### src/rtl/core/tkp_pkg.sv
// Shared types and constants for the top-K peak tracker.
// Used by tkp_cell, tkp_stats and top_k_peak_tracker_with_stats.
package tkp_pkg;

    // Input operation codes (s_axis_tuser)
    localparam logic [1:0] OP_SAMPLE = 2'd0;
    localparam logic [1:0] OP_CLEAR  = 2'd1;
    localparam logic [1:0] OP_READ   = 2'd2;

    // Result kinds (m_axis_tuser)
    localparam logic KIND_ACK  = 1'b0;
    localparam logic KIND_PEAK = 1'b1;

    // Configuration register indexes
    localparam logic CFG_ROW_LENGTH = 1'b0;
    localparam logic CFG_SKIP_EDGE  = 1'b1;

    localparam logic [16:0] ROW_LENGTH_RST = 17'h10000;
    localparam logic [7:0]  SKIP_EDGE_RST  = 8'd2;

    localparam logic [47:0] CNT_MAX = {48{1'b1}};
    localparam logic [62:0] SQ_MAX  = {63{1'b1}};
    localparam logic signed [63:0] SUM_MAX = {1'b0, {63{1'b1}}};
    localparam logic signed [63:0] SUM_MIN = {1'b1, {63{1'b0}}};

    // One list entry
    typedef struct packed {
        logic signed [31:0] value;
        logic [16:0]        freq;
        logic [16:0]        tpos;
    } entry_t;

    localparam entry_t EMPTY_ENTRY = '{value: 32'h8000_0000, freq: 17'h1FFFF, tpos: 17'h1FFFF};

    // Controls broadcast to every cell
    typedef struct packed {
        logic clear;
        logic insert;
        logic rotate;
    } cell_ctrl_t;

    // Controls for the statistics unit
    typedef struct packed {
        logic clear;
        logic start;
        logic in_win;
        logic finish;
    } stats_ctrl_t;

    typedef struct packed {
        logic [47:0]        count;
        logic signed [63:0] sum;
        logic [62:0]        sumsq;
    } stats_t;

endpackage

### src/rtl/core/tkp_cell.sv
// One cell of the sorted peak chain: holds one entry and its valid bit.
// Depends on tkp_pkg.
module tkp_cell
    import tkp_pkg::*;
(
    input  logic       clk,
    input  logic       rst_n,
    input  cell_ctrl_t ctrl,
    input  entry_t     new_ent,
    input  entry_t     prev_ent,
    input  logic       prev_valid,
    input  logic       prev_ins,
    input  entry_t     next_ent,
    input  logic       next_valid,
    input  entry_t     head_ent,
    output entry_t     ent,
    output logic       valid,
    output logic       ins,
    output logic       near
);

    entry_t ent_reg;
    logic   valid_reg;
    logic signed [17:0] df;
    logic signed [17:0] dt;

    // New sample belongs at or above this cell
    assign ins = !valid_reg || ($signed(new_ent.value) > $signed(ent_reg.value));

    // Neighbor test against the entry at the head of the chain
    always_comb
    begin
        df = $signed({head_ent.freq[16], head_ent.freq}) - $signed({ent_reg.freq[16], ent_reg.freq});
        dt = $signed({head_ent.tpos[16], head_ent.tpos}) - $signed({ent_reg.tpos[16], ent_reg.tpos});
        near = (df >= -18'sd1) && (df <= 18'sd1) && (dt >= -18'sd1) && (dt <= 18'sd1);
    end

    // Clear, shift-down insert, or rotate toward the head
    always_ff @(posedge clk or negedge rst_n)
    begin
        if (!rst_n)
        begin
            ent_reg   <= EMPTY_ENTRY;
            valid_reg <= 1'b0;
        end
        else if (ctrl.clear)
        begin
            ent_reg   <= EMPTY_ENTRY;
            valid_reg <= 1'b0;
        end
        else if (ctrl.insert)
        begin
            if (prev_ins)
            begin
                ent_reg   <= prev_ent;
                valid_reg <= prev_valid;
            end
            else if (ins)
            begin
                ent_reg   <= new_ent;
                valid_reg <= 1'b1;
            end
        end
        else if (ctrl.rotate)
        begin
            ent_reg   <= next_ent;
            valid_reg <= next_valid;
        end
    end

    assign ent   = ent_reg;
    assign valid = valid_reg;

endmodule

### config.mk
export PLATFORM = sky130hd
export DESIGN_NAME = tkp_cell
export DESIGN_NICKNAME = d
export VERILOG_FILES = /design/src/rtl/core/tkp_pkg.sv /design/src/rtl/core/tkp_cell.sv
export SDC_FILE = /design/constraint.sdc
export NUM_CORES = 1
export LEC_CHECK = 0
export BUFFER_PORTS_ARGS = -buffer_cell sky130_fd_sc_hd__clkbuf_2
export CAP_MARGIN = 5
export CORE_MARGIN = 1.5
export CORE_UTILIZATION = 30
export DETAILED_ROUTE_END_ITERATION = 10
export MAX_ROUTING_LAYER = met4
export SETUP_SLACK_MARGIN = 0.2
export SLEW_MARGIN = 10
export SYNTH_ARGS = -nofsm -noshare
export SYNTH_HDL_FRONTEND = slang
export SYNTH_SLANG_ARGS = --single-unit
### constraint.sdc
create_clock -name clk -period 3.9 [get_ports clk]
set_input_delay 0.195 -clock clk [delete_from_list [all_inputs] [get_ports clk]]
set_output_delay 0.195 -clock clk [all_outputs]
set_load 0.005 [all_outputs]
Yosys cells after proc, flatten, opt, wreduce, memory -nomap -nowiden

Cells that the tools add are included.

Bitwise logic cells: 0
Shift-type cells: 0
Div/mod/pow operators: 0
Equal/unequal tests: 1
Multiply operators: 0
Add/sub/neg operators: 2
$lt $le $gt $ge: 5
Reductions and logical operators: 7
Multiplexer cells: 10

Operators by type and width:

| cell                  | number |
|---|---|
| $mux W66              | 5 |
| $ge A18 B1 Y1 const B | 2 |
| $le A18 B2 Y1 const B | 2 |
| $sub A17 B17 Y18      | 2 |
| $gt A32 B32 Y1        | 1 |
| $mux W1               | 5 |
| $ne A4 B1 Y1 const B  | 1 |
| $logic_and A1 B1 Y1   | 3 |
| $reduce_bool A3 Y1    | 1 |
| $reduce_and A2 Y1     | 1 |
| $logic_not A1 Y1      | 1 |
| $logic_or A1 B1 Y1    | 1 |

Output and inout port bits: 69
Bits in writable memories: 0
ROM bits: 0
Bits in registers: 67
Bits in latches: 0
Memories kept: 0
Input port bits: 272

Longest topological paths before layout

Gate-level depths: netlist of the first run.

Depth in word-level cells: 6
Depth in mapped cells: 14
Mapped depth without buffers: 13

Worst setup path before layout of the first run

No wires, ideal clock.

Kind: register -> output
Start point: register ent_reg (netlist bit ent[0])
End point: output near
Buffers on the path: 0
Slack: 0.519 ns
Stages on the path, launching flop included: 13
Arrival: 3.186 ns
Cell sequence: dfstp_2 -> ha_1 -> inv_1 -> fa_1 -> a211oi_1 -> o21ai_1 -> a2111oi_0 -> nor2_1 -> a21o_1 -> a21oi_1 -> xor2_1 -> or4_1 -> a22oi_1

Word-level cells in the longest chain between the ends: 4
Elaborated cells on any way between the ends: 5

Ends and longest elaborated chain:

| what                   | RTL line       | RTL |
|---|---|---|
| start, declared        | tkp_cell.sv:22 | `entry_t ent_reg;` |
| start signal, assigned | tkp_cell.sv:55 | `ent_reg <= prev_ent;` |
| start signal, assigned | tkp_cell.sv:60 | `ent_reg <= new_ent;` |
| start signal, assigned | tkp_cell.sv:66 | `ent_reg <= next_ent;` |
| $sub A17 B17 Y18 *     | tkp_cell.sv:34 | `dt = $signed({head_ent.tpos[16], head_ent.tpos}) - $signed({ent_reg.tpos[16], ent_reg.tpos});` |
| $ge A18 B1 Y1          | tkp_cell.sv:35 | `near = (df >= -18'sd1) && (df <= 18'sd1) && (dt >= -18'sd1) && (dt <= 18'sd1);` |
| $logic_and A1 B1 Y1    | tkp_cell.sv:35 |  |
| $logic_and A1 B1 Y1 *  | tkp_cell.sv:35 |  |
| end, declared          | tkp_cell.sv:19 | `output logic near` |

Every way passes the cells marked *; elsewhere a longest branch is shown, timed or not.

Worst setup path after layout of the first run

Same ends and word-level chain as after synthesis.

==> results.ini, run 1 <==
[logic_synthesis]
synth_seq_cells=67
syn_area_per_cell_um2=8.277
synth-edff-count=0
async_reset_ff_share_pct=100.0
yosysUniqueCellTypes=64
ys.flop_type=dfstp_2
yosysWarnings=0
synth_area_um2=6837
synth_seq_area_share_pct=25.16
synthesis.nets=1166
syn_inst=826

[routing]
wire_per_inst_um=15.76
vias_per_cell=5.076
ant_nets=0
num_vias=7081
finalWirelength_um=21980
dr.pass1.iters=5
drcViolationCount=0
drtIter0Drc=391

[layout]
drive_gt1_share_pct=35.41
fin_nets=1445
final_core_util_pct=40.42
area_delta_synth_final_pct=33.03
n_antenna_cell=0
largest_reg_flops=66
stdcell_area_um2=9095
fin_cells=1395
n_fill_cell=2300

[sta]
post-route-min-period_ns=3.903
post-route-period-util_pct=100.1
skew_ns=0.01016
tightestPinTransition_ns=0.9764
finalSetupTns_ns=-0.002793
grt_setup_unrepaired=true
slew_viol_final=0
timing.final.ws_setup_ns=-0.002793
hold_viol=20
relSlewSlack_pct=34.91
setup_viol=1
max_freq_mhz=256.2
hold_ws_ns=-0.01475

[die]
initial_core_util_pct=30.38
io_pins=341
rows=55
die_h_um=154.0
die_width_um=154.0
core_um2=22500
die_area_um2=23700

[pwr]
intPower_mw=1.952
swShare_pct=32.88
p_leak_nw=4.769
peakVddDrop_uv=218.9
seqPwrFrac_pct=28.4
power_density_nw_per_um2=319.8
switchingPower_mw=0.9564
power_mw=2.909
comb_power_share_pct=36.0
clockPowerShare_pct=35.6

[clock_network]
clock_latency_ns=0.34
path_clk_slew_ns=0.06
postCtsHoldBufs=0
clkSinkCount=67
cts_tree=built
clockBufferDepth=2
cts_buffers=9
cts_root_buf=clkbuf_16
h-tree-depth=3

[global_routing]
grt_pass1_vias=6986
grt_first_pass_wirelength_um=35280
grt-ovfl-total=0
antenna_found_initial=0
grt_max_degree=133
track_usage_pct=18.97

[worst_setup_path]
r2r_slack_ns=0.56
timing.rr.start=ent[65]
critPathMaxFanout=3
crit_type=reg2out
worstRegToRegCells=10
cp-endpoint=near
startpoint=ent[0]
required_ns=3.70
r2r_end=ent[26]
cp-end-kind=output pin
critPathArrivalTime_ns=3.71
setup.worst_path.start_class=register

[outcome]
violations=negative hold slack, negative setup slack
status=finished, violations left

[placement]
dp_hpwl_um=16810
pre_cts_ws_ns=-0.006392
io_buffers=308
place_inst=1376
gp_congestion=0.8394
postPlaceCellArea_um2=8605

[min_path]
hold_path.class=in2async

[job]
cap_violations=0

## timing repair
item,in CTS,in global routing
resized for setup,14,5
pin swaps,10,6
setup endpoints to repair,1,1
setup buffers,3,0
## worst max-delay path: stages, from the launching register on
cell       delay (ns)
dfstp_2          0.54
ha_1             0.16
inv_1            0.06
fa_2             0.37
buf_4            0.16
a21oi_4          0.13
o2111ai_2        0.14
xnor2_2          0.17
nor4_2           0.27
nand4bb_1        0.19
a2111oi_4        0.32
nand4_1          0.12
or4_1            0.43
a22oi_2          0.17
buf_2            0.15
## cell usage in the layout (no fill, tap or decap), types with 6 or more instances in the layout
master	synthesis	layout
nand2_1	47	47
o211ai_1	6	6
nand4_1	15	15
dfrtp_1	32	32
nor3_1	12	12
nor2_1	85	85
a211oi_1	40	39
a211o_1	66	66
a21oi_1	65	63
clkbuf_16	0	9
nand2b_1	6	6
xnor2_1	10	9
dfstp_2	35	35
ha_1	66	66
mux2i_1	67	67
inv_1	80	80
a21o_1	19	19
o21a_1	6	6
buf_4	1	10
o21ai_0	18	18
xor2_1	11	11
nand3_1	10	10
nor4_1	8	7
clkbuf_2	0	304
or3_1	8	8
nor2b_1	9	9
## per-layer routing
layer	GRT usage [%]	part of all wire, %	wire (um)	vias up
li1	-	-	-	3594
met3	3.467	5.1	1117	15
met1	23.13	45	9792	3251
met2	32.45	49	10810	221
met4	4.392	1.2	257	0
met5	-	0	0	-
## layout make-up
type                       count  area [um2]  area share (%)
clock buffer                  10       229.0           2.518
clock inverter                 6       137.6           1.513
inverter                      80       300.3           3.302
multi-input combinational    631        4730           52.00
sequential                    67        1720           18.92
tap                          285       356.6           3.921
timing repair buffer         316        1622           17.83
## logic make-up (layout without fill, tap and decap cells)
family / count (synthesis) / count (layout) / share of synthesized area, %
mux: 68 / 68 / 9.974
flops: 67 / 67 / 25.16
buf+inv: 128 / 412 / 7.302
fa+ha+maj: 68 / 68 / 12.66
compound gates: 255 / 255 / 26.81
simple gates: 219 / 219 / 15.39
xor+xnor: 21 / 21 / 2.690
## power by group through the flow
stage | registers (mW) | clock network (mW) | logic [mW]
after floorplan | 0.834 | 0 | 0.650
after global placement | 0.837 | 0 | 1.00
after detailed placement | 0.839 | 0 | 1.01
after CTS | 0.828 | 1.07 | 1.04
after global routing | 0.838 | 1.09 | 1.17
final | 0.827 | 1.04 | 1.05
## synthesized netlist by cell type, types with 2 or more instances
cell type / number / area [um2]
or2_2: 2 / 12.51
a211o_1: 66 / 578.1
o22ai_1: 2 / 12.51
nand2_1: 47 / 176.4
clkbuf_1: 37 / 138.9
nand3_1: 10 / 50.05
nand3b_1: 2 / 15.01
o211ai_1: 6 / 45.04
buf_2: 6 / 30.03
buf_1: 3 / 11.26
inv_1: 80 / 300.3
and2_1: 3 / 18.77
nor3_1: 12 / 60.06
a21o_1: 19 / 142.6
ha_1: 66 / 825.8
o2111ai_1: 3 / 26.28
o21ai_0: 18 / 90.09
xnor2_1: 10 / 87.58
o21ai_1: 3 / 15.01
nand4_1: 15 / 93.84
nor2b_1: 9 / 56.30
nor4_1: 8 / 50.05
a31oi_1: 6 / 37.54
a21oi_1: 65 / 325.3
nor2_1: 85 / 319.1
dfstp_2: 35 / 919.6
mux2i_1: 67 / 670.6
nor4b_1: 2 / 17.52
or3_1: 8 / 50.05
o21a_1: 6 / 45.04
dfrtp_1: 32 / 800.8
nand2b_1: 6 / 37.54
a211oi_1: 40 / 300.3
fa_1: 2 / 40.04
a2111oi_0: 2 / 17.52
xor2_1: 11 / 96.34
a21oi_2: 2 / 17.52
a311oi_1: 3 / 26.28
or4_1: 2 / 15.01
## how the worst min path moves through the flow
| stage | from | endpoint | slack [ns] | cells after the start |
|---|---|---|---|---|
| after floorplan | rst_n | ent[34] | -0.10 | 0 |
| after global placement | rst_n | ent[54] | 0.38 | 1 |
| after detailed placement | rst_n | ent[54] | 0.39 | 1 |
| after CTS | rst_n | ent[54] | 0.02 | 1 |
| after global routing | rst_n | ent[54] | 0.05 | 1 |
| final | rst_n | ent[49] | -0.01 | 1 |
Note: power is estimated with default switching activity, not from simulation.
==> run 2: changes to the inputs <==
--- a/config.mk
+++ b/config.mk
@@ -7,10 +7,12 @@
 export LEC_CHECK = 0
 export BUFFER_PORTS_ARGS = -buffer_cell sky130_fd_sc_hd__clkbuf_2
 export CAP_MARGIN = 5
-export CORE_MARGIN = 1.5
-export CORE_UTILIZATION = 30
+export CORE_AREA = 2 2 134 136
 export DETAILED_ROUTE_END_ITERATION = 10
+export DIE_AREA = 0 0 136 138
 export MAX_ROUTING_LAYER = met4
+export PLACE_DENSITY = 0.71
+export REMOVE_ABC_BUFFERS = 1
 export SETUP_SLACK_MARGIN = 0.2
 export SLEW_MARGIN = 10
 export SYNTH_ARGS = -nofsm -noshare
==> results.ini, run 2 (synthesis gave the netlist of run 1 again) <==
[worst_setup_path]
critPathMaxFanout=3
worst-path-buf-inv=3
timing.rr.start=ent[65]
critPathArrivalTime_ns=3.60
worstPathCellList=ha_4, inv_2, fa_2, a211oi_4, o21ai_2, a31oi_2, buf_4, a31oi_4, a2111oi_4, nand4_1, or4_4, a22oi_2, buf_2
crit_type=reg2out
cpPeakStageDelay_ns=0.56
cpLargestDelayFamily=compound AO/OA/AOI/OAI gates
required_ns=3.70
crit_path_top_delay_cell=dfstp_2
startpoint=ent[0]
cp-end-kind=output pin
setup.worst_path.start_class=register

[global_routing]
grt_max_degree=79
busiest_layer=met2
antenna_found_initial=0
gr-usage-met3_pct=2.384
grt_pass1_vias=7099
track_usage_pct=23.68
grt-ovfl-total=0
met2_usage_pct=38.27
met1_usage_pct=30.62
grt_first_pass_wirelength_um=34710

[die]
die_area_um2=18770
rows=49
die_h_um=138
core_um2=17530
initial_core_util_pct=38.99
die_width_um=136
io_pins=341

[routing]
drcViolationCount=0
wire_per_inst_um=16.19
drtIter0Drc=362
ant_nets=0
vias_per_cell=5.412
num_vias=7296
dr.pass1.iters=7
finalWirelength_um=21820

[placement]
postPlaceCellArea_um2=8587
pre_cts_ws_ns=0.1518
dp_hpwl_um=17160
io_buffers=308
gp_congestion=0.8973

[pwr]
comb_power_share_pct=37.9
swShare_pct=33.68
p_leak_nw=4.799
switchingPower_mw=0.9495
clockPowerShare_pct=32.6
power_density_nw_per_um2=310.8
intPower_mw=1.869
peakVddDrop_uv=186.1
seqPwrFrac_pct=29.5

[clock_network]
cts_tree=built
h-tree-depth=3
path_clk_slew_ns=0.06
cts_root_buf=clkbuf_16
clkSinkCount=67
clock_latency_ns=0.33
cts_buffers=9
clockBufferDepth=2

[job]
cap_violations=0

[sta]
hold_viol=16
post-route-period-util_pct=97.37
tightestPinTransition_ns=0.8903
post-route-min-period_ns=3.797
hold_ws_ns=-0.02433
slew_viol_final=0
timing.final.ws_setup_ns=0.1027
max_freq_mhz=263.3
relSlewSlack_pct=40.65
setup_viol=0
skew_ns=0.004252
grt_setup_unrepaired=true

[layout]
final_cell_mix=clkbuf_2, nor2_1, inv_1, mux2i_1, a211o_1
fin_nets=1454
final_common_cell=clkbuf_2
drive_gt1_share_pct=36.28
area_delta_synth_final_pct=32.67
stdcell_area_um2=9070
n_antenna_cell=0
area.sequential_um2=1720
largest_reg_flops=66
n_fill_cell=1699
multi_input_comb_area_um2=4745

[outcome]
violations=negative hold slack
status=finished, violations left

[min_path]
hold_path.class=in2async

## run 2: changes by cell type in the layout (fill, tap and decap cells not counted), moves of 2 or more
cell,before,now
o21ai_0,18,15
clkinv_4,2,0
clkbuf_8,0,2
ha_1,66,64
o21ai_1,2,5
buf_4,10,19
bufinv_16,4,2
## run 2: worst paths after layout
path                           end  slack (ns)  depth (start not counted)
max                           near        0.10                         13
min                        ent[40]       -0.02                          1
max reg2reg                ent[48]        0.60                         10
min reg2reg                ent[60]        0.54                          2
max in group asynchronous  ent[51]        3.34                          1
min in group clk             valid        0.12                          3
## run 2: repair_timing
action | in CTS | in global routing
endpoints found under the setup margin | 1 | 1
hold buffers | 0 | 0
gates resized for setup | 20 | 8
pin swaps | 14 | 5
buffers inserted | 2 | 3
## run 2: stage by stage
| step | setup TNS, ns | std cells | util, % | power (mW) |
|---|---|---|---|---|
| finish | 0 | 1348 | 51.73 | 2.819 |
| global route | -0.1027 | 1348 | 51.73 | 2.998 |
| CTS | 0 | 1345 | 51.41 | 2.821 |
| detailed placement | 0 | 1327 | 48.97 | 1.858 |
| global placement | 0 | 1327 | 48.97 | 1.844 |
| floorplan | -26.36 | 778 | - | 1.440 |
## run 2: final cells by class
| cell class | count | share of cell area, % |
|---|---|---|
| clock buffers | 12 | 2.828 |
| clock inverters | 4 | 0.8001 |
| inverters | 80 | 3.311 |
| multi-input cells | 631 | 52.31 |
| flip-flops and latches | 67 | 18.97 |
| well taps | 229 | 3.159 |
| repair buffers | 325 | 18.62 |
## run 2: layer usage
layer	vias to the layer above	routed length, um	share of wire, %
li1	3612	-	-
met1	3432	9778	45
met2	209	10630	49
met3	43	807	3.7
met4	0	601	2.8
met5	-	0	0
## run 2: power by group through the flow
stage               registers (mW)  logic [mW]  clock network [mW]
floorplan                    0.834       0.606                   0
global placement             0.839        1.01                   0
detailed placement           0.842        1.02                   0
CTS                          0.832        1.05               0.942
global route                 0.841        1.19               0.968
finish                       0.832        1.07               0.918
